### config.mk
export PLATFORM = sky130hd
export DESIGN_NAME = rsa_modular_exponentiation_core
export DESIGN_NICKNAME = d
export VERILOG_FILES = /design/src/rme_pkg.sv /design/src/rme_datapath.sv /design/src/rme_controller.sv /design/src/rsa_modular_exponentiation_core.sv
export SDC_FILE = /design/constraint.sdc
export NUM_CORES = 1
export LEC_CHECK = 0
export BUFFER_PORTS_ARGS = -buffer_cell sky130_fd_sc_hd__buf_4
export CELL_PAD_IN_SITES_DETAIL_PLACEMENT = 0
export CELL_PAD_IN_SITES_GLOBAL_PLACEMENT = 1
export CORE_UTILIZATION = 52
export CTS_BUF_LIST = sky130_fd_sc_hd__clkbuf_8 sky130_fd_sc_hd__clkbuf_16
export DETAILED_ROUTE_END_ITERATION = 12
export PLACE_DENSITY_LB_ADDON = 0.1
export SYNTH_ARGS = -nofsm -noshare
export SYNTH_HDL_FRONTEND = slang
export SYNTH_SLANG_ARGS = --single-unit
### constraint.sdc
create_clock -name i_clk -period 12.2 [get_ports i_clk]
set_clock_uncertainty 0.1 [all_clocks]
set_input_delay 1.22 -clock i_clk [delete_from_list [all_inputs] [get_ports i_clk]]
set_output_delay 1.22 -clock i_clk [all_outputs]
set_load 0.02 [all_outputs]
### src/rme_pkg.sv
// Shared constants, register codes, state codes and control structs for the modexp core.
package rme_pkg;

    // Default arithmetic width and fixed port widths.
    localparam int DEF_WIDTH = 32;
    localparam int DATA_W    = 32;
    localparam int ADDR_W    = 4;

    // Register indexes on the configuration port (byte address 4*index).
    localparam logic [1:0] REG_MODULUS  = 2'd0;
    localparam logic [1:0] REG_PUB_EXP  = 2'd1;
    localparam logic [1:0] REG_PRIV_EXP = 2'd2;

    // Register reset values.
    localparam logic [DATA_W-1:0] MODULUS_RST  = 32'd2;
    localparam logic [DATA_W-1:0] PUB_EXP_RST  = 32'd65537;
    localparam logic [DATA_W-1:0] PRIV_EXP_RST = 32'd1;

    // Operation selector values.
    localparam logic FUNC_ENCRYPT = 1'b0;
    localparam logic FUNC_DECRYPT = 1'b1;

    // Controller states, one-hot.
    typedef enum logic [4:0] {
        S_IDLE  = 5'b00001,
        S_RED   = 5'b00010,
        S_PLOAD = 5'b00100,
        S_PSTEP = 5'b01000,
        S_FIN   = 5'b10000
    } t_state;

    // Commands from the controller to the datapath.
    typedef struct packed {
        logic load;
        logic red_step;
        logic red_last;
        logic p_load;
        logic p_step;
        logic p_last;
        logic sel_sq;
        logic e_shift;
        logic out_load;
    } t_cmd;

    // Status from the datapath to the controller.
    typedef struct packed {
        logic exp_bit;
    } t_status;

endpackage

### src/rme_datapath.sv
// Datapath of the modexp core: input reduction, shift-add modular product and result register.
module rme_datapath #(
    parameter int WIDTH = rme_pkg::DEF_WIDTH
) (
    input  logic                        i_clk,
    input  rme_pkg::t_cmd               i_cmd,
    output rme_pkg::t_status            o_status,
    input  logic                        i_func,
    input  logic [rme_pkg::DATA_W-1:0]  i_message,
    input  logic [rme_pkg::DATA_W-1:0]  i_modulus,
    input  logic [rme_pkg::DATA_W-1:0]  i_pub_exp,
    input  logic [rme_pkg::DATA_W-1:0]  i_priv_exp,
    output logic [rme_pkg::DATA_W-1:0]  o_result_value
);
    import rme_pkg::*;

    localparam int W = WIDTH;

    // Port values brought to the arithmetic width.
    logic [W-1:0] w_mod;
    logic [W-1:0] w_msg;
    logic [W-1:0] w_pub;
    logic [W-1:0] w_priv;

    logic [W-1:0] r_n,    n_n;
    logic [W-1:0] r_exp,  n_exp;
    logic [W-1:0] r_msg,  n_msg;
    logic [W-1:0] r_rem,  n_rem;
    logic [W-1:0] r_base, n_base;
    logic [W-1:0] r_acc,  n_acc;
    logic [W-1:0] r_pa,   n_pa;
    logic [W-1:0] r_pb,   n_pb;
    logic [W-1:0] r_pacc, n_pacc;
    logic [W-1:0] r_result, n_result;

    logic [W:0]   w_rem_shift;
    logic [W:0]   w_rem_sub;
    logic [W-1:0] w_rem_nxt;
    logic [W:0]   w_sum;
    logic [W:0]   w_sum_sub;
    logic [W-1:0] w_pacc_nxt;
    logic [W:0]   w_dbl;
    logic [W:0]   w_dbl_sub;
    logic [W-1:0] w_pa_nxt;
    logic [W:0]   w_n_ext;

    // Width adaptation: values are taken in their low WIDTH bits.
    generate
        if (W > DATA_W) begin : g_wide
            assign w_mod          = {{(W-DATA_W){1'b0}}, i_modulus};
            assign w_msg          = {{(W-DATA_W){1'b0}}, i_message};
            assign w_pub          = {{(W-DATA_W){1'b0}}, i_pub_exp};
            assign w_priv         = {{(W-DATA_W){1'b0}}, i_priv_exp};
            assign o_result_value = r_result[DATA_W-1:0];
        end else if (W == DATA_W) begin : g_equal
            assign w_mod          = i_modulus;
            assign w_msg          = i_message;
            assign w_pub          = i_pub_exp;
            assign w_priv         = i_priv_exp;
            assign o_result_value = r_result;
        end else begin : g_narrow
            assign w_mod          = i_modulus[W-1:0];
            assign w_msg          = i_message[W-1:0];
            assign w_pub          = i_pub_exp[W-1:0];
            assign w_priv         = i_priv_exp[W-1:0];
            assign o_result_value = {{(DATA_W-W){1'b0}}, r_result};
        end
    endgenerate

    assign w_n_ext = {1'b0, r_n};

    // Restoring remainder step: shift in the next message bit, subtract n if it fits.
    assign w_rem_shift = {r_rem, r_msg[W-1]};
    assign w_rem_sub   = w_rem_shift - w_n_ext;
    assign w_rem_nxt   = (w_rem_shift >= w_n_ext) ? w_rem_sub[W-1:0] : w_rem_shift[W-1:0];

    // Product step: conditional add of the multiplicand, then doubling, each reduced once.
    assign w_sum      = {1'b0, r_pacc} + {1'b0, r_pa};
    assign w_sum_sub  = w_sum - w_n_ext;
    assign w_pacc_nxt = r_pb[0] ? ((w_sum >= w_n_ext) ? w_sum_sub[W-1:0] : w_sum[W-1:0])
                                : r_pacc;
    assign w_dbl      = {r_pa, 1'b0};
    assign w_dbl_sub  = w_dbl - w_n_ext;
    assign w_pa_nxt   = (w_dbl >= w_n_ext) ? w_dbl_sub[W-1:0] : w_dbl[W-1:0];

    assign o_status.exp_bit = r_exp[0];

    // Next-value logic driven by the controller's commands.
    always_comb begin
        n_n      = r_n;
        n_exp    = r_exp;
        n_msg    = r_msg;
        n_rem    = r_rem;
        n_base   = r_base;
        n_acc    = r_acc;
        n_pa     = r_pa;
        n_pb     = r_pb;
        n_pacc   = r_pacc;
        n_result = r_result;

        if (i_cmd.load) begin
            n_n   = w_mod;
            n_exp = (i_func == FUNC_DECRYPT) ? w_priv : w_pub;
            n_msg = w_msg;
            n_rem = '0;
        end

        if (i_cmd.red_step) begin
            n_rem = w_rem_nxt;
            n_msg = r_msg << 1;
            if (i_cmd.red_last) begin
                n_base = w_rem_nxt;
                n_acc  = {{(W-1){1'b0}}, 1'b1};
            end
        end

        if (i_cmd.p_load) begin
            n_pa   = i_cmd.sel_sq ? r_base : r_acc;
            n_pb   = r_base;
            n_pacc = '0;
        end

        if (i_cmd.p_step) begin
            n_pacc = w_pacc_nxt;
            n_pa   = w_pa_nxt;
            n_pb   = r_pb >> 1;
            if (i_cmd.p_last) begin
                if (i_cmd.sel_sq) begin
                    n_base = w_pacc_nxt;
                end else begin
                    n_acc = w_pacc_nxt;
                end
            end
        end

        if (i_cmd.e_shift) begin
            n_exp = r_exp >> 1;
        end

        // A modulus of zero or one has no meaningful residue.
        if (i_cmd.out_load) begin
            n_result = (r_n < {{(W-2){1'b0}}, 2'b10}) ? '0 : r_acc;
        end
    end

    always_ff @(posedge i_clk) begin
        r_n      <= n_n;
        r_exp    <= n_exp;
        r_msg    <= n_msg;
        r_rem    <= n_rem;
        r_base   <= n_base;
        r_acc    <= n_acc;
        r_pa     <= n_pa;
        r_pb     <= n_pb;
        r_pacc   <= n_pacc;
        r_result <= n_result;
    end

endmodule

### src/rme_controller.sv
// Controller of the modexp core: sequences reduction, multiplies and squares, and the output word.
module rme_controller #(
    parameter int WIDTH = rme_pkg::DEF_WIDTH
) (
    input  logic              i_clk,
    input  logic              i_rst_n,
    input  logic              i_in_valid,
    output logic              o_in_stall,
    output logic              o_out_valid,
    input  logic              i_out_stall,
    input  rme_pkg::t_status  i_status,
    output rme_pkg::t_cmd     o_cmd
);
    import rme_pkg::*;

    localparam int CW = $clog2(WIDTH);
    localparam logic [CW-1:0] LAST = CW'(WIDTH - 1);

    t_state        r_state, n_state;
    logic [CW-1:0] r_cnt,   n_cnt;
    logic [CW-1:0] r_ebit,  n_ebit;
    logic          r_sq,    n_sq;
    logic          r_ov,    n_ov;
    logic          w_sq_now;

    assign o_in_stall  = (r_state != S_IDLE);
    assign o_out_valid = r_ov;

    // At the start of an exponent bit, a clear bit skips straight to the square.
    assign w_sq_now = r_sq | ~i_status.exp_bit;

    always_comb begin
        n_state = r_state;
        n_cnt   = r_cnt;
        n_ebit  = r_ebit;
        n_sq    = r_sq;
        o_cmd   = '0;

        unique case (r_state)
            S_IDLE: begin
                if (i_in_valid) begin
                    o_cmd.load = 1'b1;
                    n_cnt      = '0;
                    n_state    = S_RED;
                end
            end
            S_RED: begin
                o_cmd.red_step = 1'b1;
                n_cnt          = r_cnt + 1'b1;
                if (r_cnt == LAST) begin
                    o_cmd.red_last = 1'b1;
                    n_ebit         = '0;
                    n_sq           = 1'b0;
                    n_state        = S_PLOAD;
                end
            end
            S_PLOAD: begin
                o_cmd.p_load = 1'b1;
                o_cmd.sel_sq = w_sq_now;
                n_sq         = w_sq_now;
                n_cnt        = '0;
                n_state      = S_PSTEP;
            end
            S_PSTEP: begin
                o_cmd.p_step = 1'b1;
                o_cmd.sel_sq = r_sq;
                n_cnt        = r_cnt + 1'b1;
                if (r_cnt == LAST) begin
                    o_cmd.p_last = 1'b1;
                    if (!r_sq) begin
                        // Multiply done; the square of this bit follows.
                        n_sq    = 1'b1;
                        n_state = S_PLOAD;
                    end else begin
                        o_cmd.e_shift = 1'b1;
                        n_sq          = 1'b0;
                        n_ebit        = r_ebit + 1'b1;
                        n_state       = (r_ebit == LAST) ? S_FIN : S_PLOAD;
                    end
                end
            end
            S_FIN: begin
                // Hold until the output register is free.
                if (!r_ov || !i_out_stall) begin
                    o_cmd.out_load = 1'b1;
                    n_state        = S_IDLE;
                end
            end
            default: begin
                n_state = S_IDLE;
            end
        endcase
    end

    // Output valid flag.
    always_comb begin
        n_ov = r_ov;
        if (o_cmd.out_load) begin
            n_ov = 1'b1;
        end else if (!i_out_stall) begin
            n_ov = 1'b0;
        end
    end

    always_ff @(posedge i_clk) begin
        if (!i_rst_n) begin
            r_state <= S_IDLE;
            r_cnt   <= '0;
            r_ebit  <= '0;
            r_sq    <= 1'b0;
            r_ov    <= 1'b0;
        end else begin
            r_state <= n_state;
            r_cnt   <= n_cnt;
            r_ebit  <= n_ebit;
            r_sq    <= n_sq;
            r_ov    <= n_ov;
        end
    end

endmodule

### src/rsa_modular_exponentiation_core.sv
// Top level of the RSA modular exponentiation core: register port, controller and datapath.
//
// Usage: program modulus (0x0), public exponent (0x4) and private exponent (0x8)
// through the APB-style port while the core is idle; reads return the stored values.
// Each input word carries i_func (0 encrypt with the public exponent, 1 decrypt
// with the private one) and i_message. It is taken when i_in_valid is high and
// o_in_stall is low. The result word appears on o_result_value with o_out_valid
// and is taken when i_out_stall is low.
// Operation: one word is first reduced modulo n, then each exponent bit costs one
// modular square and, for a set bit, one modular multiply, all on the single
// shift-add product unit. One word is in work at a time.
// A finished result waits in the output register while the next word is accepted;
// if the receiver still stalls when that next result is ready, the core holds it.
// Reset clears the handshake state and restores the register reset values.
// A modulus of zero or one yields a result of zero.
module rsa_modular_exponentiation_core #(
    parameter int WIDTH = rme_pkg::DEF_WIDTH
) (
    input  logic                        i_clk,
    input  logic                        i_rst_n,
    input  logic                        i_in_valid,
    output logic                        o_in_stall,
    input  logic                        i_func,
    input  logic [rme_pkg::DATA_W-1:0]  i_message,
    output logic                        o_out_valid,
    input  logic                        i_out_stall,
    output logic [rme_pkg::DATA_W-1:0]  o_result_value,
    input  logic                        psel,
    input  logic                        penable,
    input  logic                        pwrite,
    input  logic [rme_pkg::ADDR_W-1:0]  paddr,
    input  logic [rme_pkg::DATA_W-1:0]  pwdata,
    output logic [rme_pkg::DATA_W-1:0]  prdata,
    output logic                        pready
);
    import rme_pkg::*;

    logic [DATA_W-1:0] r_modulus;
    logic [DATA_W-1:0] r_pub_exp;
    logic [DATA_W-1:0] r_priv_exp;
    logic [1:0]        w_reg_idx;
    logic              w_wr;
    t_cmd              w_cmd;
    t_status           w_status;

    assign pready    = 1'b1;
    assign w_reg_idx = paddr[3:2];
    assign w_wr      = psel & penable & pwrite;

    // Register writes; an index past the list is ignored.
    always_ff @(posedge i_clk) begin
        if (!i_rst_n) begin
            r_modulus  <= MODULUS_RST;
            r_pub_exp  <= PUB_EXP_RST;
            r_priv_exp <= PRIV_EXP_RST;
        end else if (w_wr) begin
            unique case (w_reg_idx)
                REG_MODULUS:  r_modulus  <= pwdata;
                REG_PUB_EXP:  r_pub_exp  <= pwdata;
                REG_PRIV_EXP: r_priv_exp <= pwdata;
                default: begin
                end
            endcase
        end
    end

    // Register read-back.
    always_comb begin
        unique case (w_reg_idx)
            REG_MODULUS:  prdata = r_modulus;
            REG_PUB_EXP:  prdata = r_pub_exp;
            REG_PRIV_EXP: prdata = r_priv_exp;
            default:      prdata = '0;
        endcase
    end

    rme_controller #(
        .WIDTH (WIDTH)
    ) u_ctrl (
        .i_clk       (i_clk),
        .i_rst_n     (i_rst_n),
        .i_in_valid  (i_in_valid),
        .o_in_stall  (o_in_stall),
        .o_out_valid (o_out_valid),
        .i_out_stall (i_out_stall),
        .i_status    (w_status),
        .o_cmd       (w_cmd)
    );

    rme_datapath #(
        .WIDTH (WIDTH)
    ) u_dp (
        .i_clk          (i_clk),
        .i_cmd          (w_cmd),
        .o_status       (w_status),
        .i_func         (i_func),
        .i_message      (i_message),
        .i_modulus      (r_modulus),
        .i_pub_exp      (r_pub_exp),
        .i_priv_exp     (r_priv_exp),
        .o_result_value (o_result_value)
    );

endmodule

# ---- Word level (Yosys, flattened, before mapping)
# Index checks and enable logic that the tools add are counted.
dict set report op_classes {
  add_sub_neg 6
  n_mul 0
  div 0
  n_lt_le_gt_ge 4
  eq_ne 16
  shifts 0
  n_mux 60
  bitwise 4
  n_reduce_logical 18
}
# operator n
set op_table {}
lappend op_table {{32-bit 2-to-1 mux} 24}
lappend op_table {{31-bit 2-to-1 mux} 4}
lappend op_table {{33-bit by 32-bit >= comparator with 1-bit output} 3}
lappend op_table {{32-bit case mux with 3 select lines} 1}
lappend op_table {{32-bit subtractor} 3}
lappend op_table {{5-bit 2-to-1 mux} 10}
lappend op_table {{32-bit by 32-bit adder with 33-bit output} 1}
lappend op_table {{32-bit by 2-bit less-than comparator with 1-bit output (second input constant)} 1}
lappend op_table {{5-bit case mux with 5 select lines} 1}
lappend op_table {{5-bit equality test (second input constant)} 3}
lappend op_table {{5-bit case mux with 3 select lines} 1}
lappend op_table {{1-bit 2-to-1 mux} 14}
lappend op_table {{5-bit by 1-bit adder with 5-bit output (second input constant)} 2}
lappend op_table {{2-bit by 1-bit inequality test with 1-bit output (second input constant)} 5}
lappend op_table {{5-bit case mux with 2 select lines} 1}
lappend op_table {{2-bit AND reduction} 4}
lappend op_table {{4-bit AND reduction} 2}
lappend op_table {{2-bit nonzero test} 4}
lappend op_table {{3-bit nonzero test} 2}
lappend op_table {{5-bit by 1-bit equality test with 1-bit output (second input constant)} 1}
lappend op_table {{5-bit by 2-bit equality test with 1-bit output (second input constant)} 1}
lappend op_table {{5-bit by 3-bit equality test with 1-bit output (second input constant)} 1}
lappend op_table {{5-bit by 4-bit equality test with 1-bit output (second input constant)} 1}
lappend op_table {{5-bit by 1-bit inequality test with 1-bit output (second input constant)} 1}
lappend op_table {{14 further kinds} 17}
dict set report totals {
  register_bits 433
  latch_bits 0
  mem_bits_rw 0
  mem_bits_ro 0
  output_inout_bits 67
  wordCells 129
  mem_count 0
}

# ---- Logic depth before layout (Yosys ltp)
dict set report logic_depth {
  ltp_word 8
  depth_mapped 23
  depth_no_buf 21
}

# ---- By module
# A second synthesis with hierarchy kept.
dict set report hier_totals {
  cells_unflattened 2708
  hier_area_um2 25976.2
}
# mod n_inst cells_per_inst area_per_inst_um2
set modules_own_cells {}
lappend modules_own_cells {rme_datapath 1 2132 20782.4}
lappend modules_own_cells {rsa_modular_exponentiation_core 1 464 4255.3}
lappend modules_own_cells {rme_controller 1 112 938.4}

# ---- Worst setup path before layout
# OpenSTA, ideal clock, no wires.
dict set report synth_timing {
  kind {input -> register}
  from {in i_in_valid}
  to {reg u_dp.r_msg[10] (enable)}
  t_arrival_ns 5.706
  t_required_ns 11.528
  slack_ns 5.822
  path_stages 2
  path_cell_list {inv_1 o21ai_0}
}
dict set report synth_via {
  elab_chain_cells 3
}
# element line_no
set synth_rtl {}
lappend synth_rtl {{start, declared} rsa_modular_exponentiation_core.sv:21} ;# input logic i_in_valid,
lappend synth_rtl {{1-bit 2-to-1 mux} rme_controller.sv:41} ;# if (i_in_valid) begin
lappend synth_rtl {{1-bit 2-to-1 mux} rme_controller.sv:39} ;# unique case (r_state)
lappend synth_rtl {{2-bit nonzero test (no source line)} -}
lappend synth_rtl {{end signal, assigned} rme_datapath.sv:149} ;# r_msg <= n_msg;
lappend synth_rtl {{end, declared} rme_datapath.sv:27} ;# logic [W-1:0] r_msg, n_msg;
# Every way passes these cells.
# A chain may end at the register's enable or synchronous reset.

# ---- Worst setup path in the final report
dict set report layout_timing {
  from {reg u_dp.r_pa[0]}
  to {reg u_dp.r_acc[22]}
}
dict set report layout_via {
  elab_chain_cells 7
  word_cells_on_any_way 8
}
# element line_no
set layout_rtl {}
lappend layout_rtl {{start, declared} rme_datapath.sv:31} ;# logic [W-1:0] r_pa, n_pa;
lappend layout_rtl {{start signal, assigned} rme_datapath.sv:153} ;# r_pa <= n_pa;
lappend layout_rtl {{32-bit by 32-bit adder with 33-bit output *} rme_datapath.sv:78} ;# assign w_sum = {1'b0, r_pacc} + {1'b0, r_pa};
lappend layout_rtl {{32-bit subtractor or 33-bit by 32-bit >= comparator with 1-bit output (tied branches)} {rme_datapath.sv:79, rme_datapath.sv:80}}
lappend layout_rtl {{32-bit 2-to-1 mux * (2 in series)} rme_datapath.sv:80} ;# assign w_pacc_nxt = r_pb[0] ? ((w_sum >= w_n_ext) ? w_sum_sub[W-1:0] : w_sum[W-1:0])
lappend layout_rtl {{32-bit 2-to-1 mux *} rme_datapath.sv:128} ;# if (i_cmd.sel_sq) begin
lappend layout_rtl {{32-bit 2-to-1 mux *} rme_datapath.sv:127} ;# if (i_cmd.p_last) begin
lappend layout_rtl {{32-bit 2-to-1 mux *} rme_datapath.sv:123} ;# if (i_cmd.p_step) begin
lappend layout_rtl {{via u_dp.n_acc[22]} rme_datapath.sv:30} ;# logic [W-1:0] r_acc, n_acc;
lappend layout_rtl {{end signal, assigned} rme_datapath.sv:152} ;# r_acc <= n_acc;
lappend layout_rtl {{end, declared} rme_datapath.sv:30}
# Mark *: on every way through the listed nets, which the timed path passes. The rest lies on a longest branch.

==> key figures <==
Timing
  – Final period util: about 49%
  – Worst Hold Slack: between 0.3 and 0.4 ns
  – Fin. max-slew vios: 0
  – Least-Margin Pin Slew: ~1.2 ns
  – Rel. slew slack: a little over a fifth
  – RSZ-0062 raised after global routing: false
  – Setup TNS: 0 ns
  – Fmax: about 170 MHz
  – Final hold vios: 0
  – # setup viols final: 0
  – Post-route minimum period: about 6 ns

Drt
  – Violation count after the first detailed-routing iteration: between 1.5k and 2k
  – Final wirelength: roughly 76000 um
  – Drt drc: 0
  – Vias per cell: 6.15
  – Vias: around 22k
  – DR pass1 iterations: 5
  – Routed wire per std cell: about 22 um
  – DRT antenna net count: 0

GRT
  – Total GRT Usage: a little under a third
  – Largest net degree at the start of global routing: 93
  – Vias in the first global route: between 20k and 25k
  – First-pass GRT wire length: approximately 120000 um
  – Initial antenna violation count: 0
  – Global route overflow: 0

Die
  – Die H: roughly 220 um
  – Die span in x: 224 um
  – Row count: 80
  – Die area: about 50000 um2
  – Ports: approximately 140
  – Initial core utilization: a little over half
  – Core area: 48000 um2

Synthesis
  – Post-synthesis cell area: 25500 um2
  – Syn avg cell area: around 9.1 um2
  – Synth Net Count: between 3k and 4k
  – Mapped Cells: ~2.8k
  – Sequential fraction of the synthesis area: between 40 and 50%
  – Post-synthesis cell type count: between 80 and 90
  – Synth Register Bits: roughly 430
  – Post-synth ARST share: 0%
  – EDFF count, synth: roughly 250
  – Ys flop type: edfxtp_1
  – Total number of yosys warnings: 0

Finish
  – Seq. cell area: approximately 11000 um2
  – # fillers: 4233
  – Area of the multi-input gates: between 10000 and 15000 um2
  – NumNets Final: between 3k and 4k
  – Diode count: 0
  – Proportion of layout cells with a drive suffix above 1: about a tenth
  – Area growth, synth to finish: 12.0%

Clock network
  – Latest clock arrival within the worst-skew pair: between 0.5 and 0.6 ns
  – Number of post-CTS setup repair buffers: 0
  – Post_cts resized: 0
  – Clock Pin Slew Worst Setup and Hold Paths: 0.06 ns
  – H-tree levels: 2
  – CTS Buffer Depth: 3
  – Hold Buf Count CTS: 0
  – Clock sink total: roughly 430
  – Inserted Clock Buffers: 46
  – CTS root buf: clkbuf_16
  – TritonCTS clock tree: built

Place
  – Port bufs: roughly 140
  – Final Wtd Congestion: between 0.9 and 1
  – Dpl hpwl: 52500 um

Pwr
  – Power Total: 3.68 mW
  – VDD IR max: ~0.10 mV
  – Static leakage: between 10 and 15 nW
  – PwrDens: ~130 nW/um2

Critical path
  – Critical Path AT: ~6.4 ns
  – Critical Path RT: 12.57 ns
  – CP endpoint kind: flop
  – Crit Path Max Fanout: 23
  – Crit start category: flop
  – Setup CP Type: reg -> reg

Hold path
  – Worst min-delay path category: reg -> reg

Flow run
  – # Max-Cap Violations: 0

Run status
  – Outcome: finished, final reports clean
==> layout by cell type (no fill, tap or decap), types with 10 or more instances in the layout <==
cell type / n
nand2b_1: 11
a21o_1: 75
xor2_1: 34
dfxtp_1: 180
nor2_1: 176
o31ai_1: 22
mux2i_1: 126
ha_1: 132
and3_1: 25
o21ai_1: 18
a22o_1: 32
a211oi_1: 50
nand3_1: 63
and2_1: 16
a31oi_1: 25
o22ai_1: 13
o211ai_1: 16
inv_1: 78
buf_4: 171
o21ai_0: 183
o21a_1: 15
clkbuf_16: 50
nor2b_1: 51
o21bai_1: 21
nor4_1: 11
nor3_1: 52
a22oi_1: 10
a21oi_1: 260
edfxtp_1: 253
nand2_1: 472
xnor2_1: 63
nand4_1: 21
==> critical path, cell delays in order (launching register included) <==
cell and delay [ns]:
edfxtp_1 0.45, ha_1 0.27, fa_1 0.25, nand3_1 0.16
a211o_1 0.32, a31oi_1 0.48, o21ai_1 0.21, nor4b_1 0.19
or3_1 0.40, xnor2_1 0.16, ha_1 0.34, nand3_1 0.17
nor3_1 0.37, nand4_1 0.16, a21o_1 0.21, o2111ai_1 0.14
a21o_1 0.35, buf_4 0.37, mux2i_1 0.41, nand2_1 0.13
a32o_1 0.24
==> layer usage <==
metal / GRT usage, % / part of all wire (%) / vias up
met4: 10.7 / 3.0 / 0
met3: 3.27 / 5.2 / 137
met1: 39.7 / 44 / 10479
met5: 0 / 0 / -
met2: 51.3 / 48 / 691
li1: - / - / 10364
==> layout make-up <==
cell class | instances | share of cell area [%]
well taps | 615 | 2.69
repair buffers | 171 | 4.49
multi-input cells | 2145 | 47.1
flip-flops and latches | 433 | 39.2
clock inverters | 27 | 0.727
inverters | 77 | 1.01
clock buffers | 58 | 4.76
==> where the power goes <==
group	switching, mW	leakage (nW)	total, mW	internal [mW]
Combinational	0.389	6.75	0.614	0.224
Clock	0.609	0.795	1.44	0.834
Sequential	0.0275	3.69	1.63	1.60
==> cell families after synthesis <==
logic type | count (synthesis) | synth area share [%]
other | 1 | 0.0147
multiplexers | 131 | 5.16
buffers and inverters | 237 | 3.70
adder cells (fa/ha/maj) | 136 | 6.79
XOR/XNOR | 97 | 3.33
AND/OR/NAND/NOR | 941 | 16.2
flip-flops | 433 | 43.9
AO/OA/AOI/OAI | 839 | 20.9
==> synthesized netlist by cell type, types with 26 or more instances <==
library cell | number | share of area, %
a211oi_1 | 50 | 1.5
a21o_1 | 76 | 2.2
a21oi_1 | 262 | 5.1
a22o_1 | 32 | 1.1
a31oi_1 | 26 | 0.64
and3_1 | 27 | 0.66
clkbuf_1 | 124 | 1.8
dfxtp_1 | 180 | 14
edfxtp_1 | 253 | 30
ha_1 | 132 | 6.5
inv_1 | 74 | 1.1
mux2i_1 | 126 | 4.9
nand2_1 | 476 | 7.0
nand3_1 | 64 | 1.3
nor2_1 | 178 | 2.6
nor2b_1 | 52 | 1.3
nor3_1 | 53 | 1.0
o21ai_0 | 185 | 3.6
xnor2_1 | 63 | 2.2
xor2_1 | 34 | 1.2
==> through the flow <==
| step | std cells | util, % | instance area, um2 | worst slack [ns] |
|---|---|---|---|---|
| 2_1_floorplan | 2815 | - | 25500 | 5.82 |
| 3_3_place_gp | 3441 | 56.2 | 27000 | 6.28 |
| 3_5_place_dp | 3441 | 56.2 | 27000 | 6.24 |
| 4_1_cts | 3526 | 59.5 | 28600 | 6.19 |
| 5_1_grt | 3526 | 59.5 | 28600 | 5.82 |
| 6_report | 3526 | 59.5 | 28600 | 6.17 |
==> path summary, 6_finish.rpt <==
check                    start             end  slack [ns]  depth (start not counted)
setup / recovery  u_dp.r_pa[0]  u_dp.r_acc[22]        6.17                         20
setup reg to reg  u_dp.r_pa[0]  u_dp.r_acc[22]        6.17                         20
hold reg to reg   r_modulus[1]     u_dp.r_n[1]        0.36                          0
hold / removal    r_modulus[1]     u_dp.r_n[1]        0.36                          0
(Power assumes the default switching activity.)
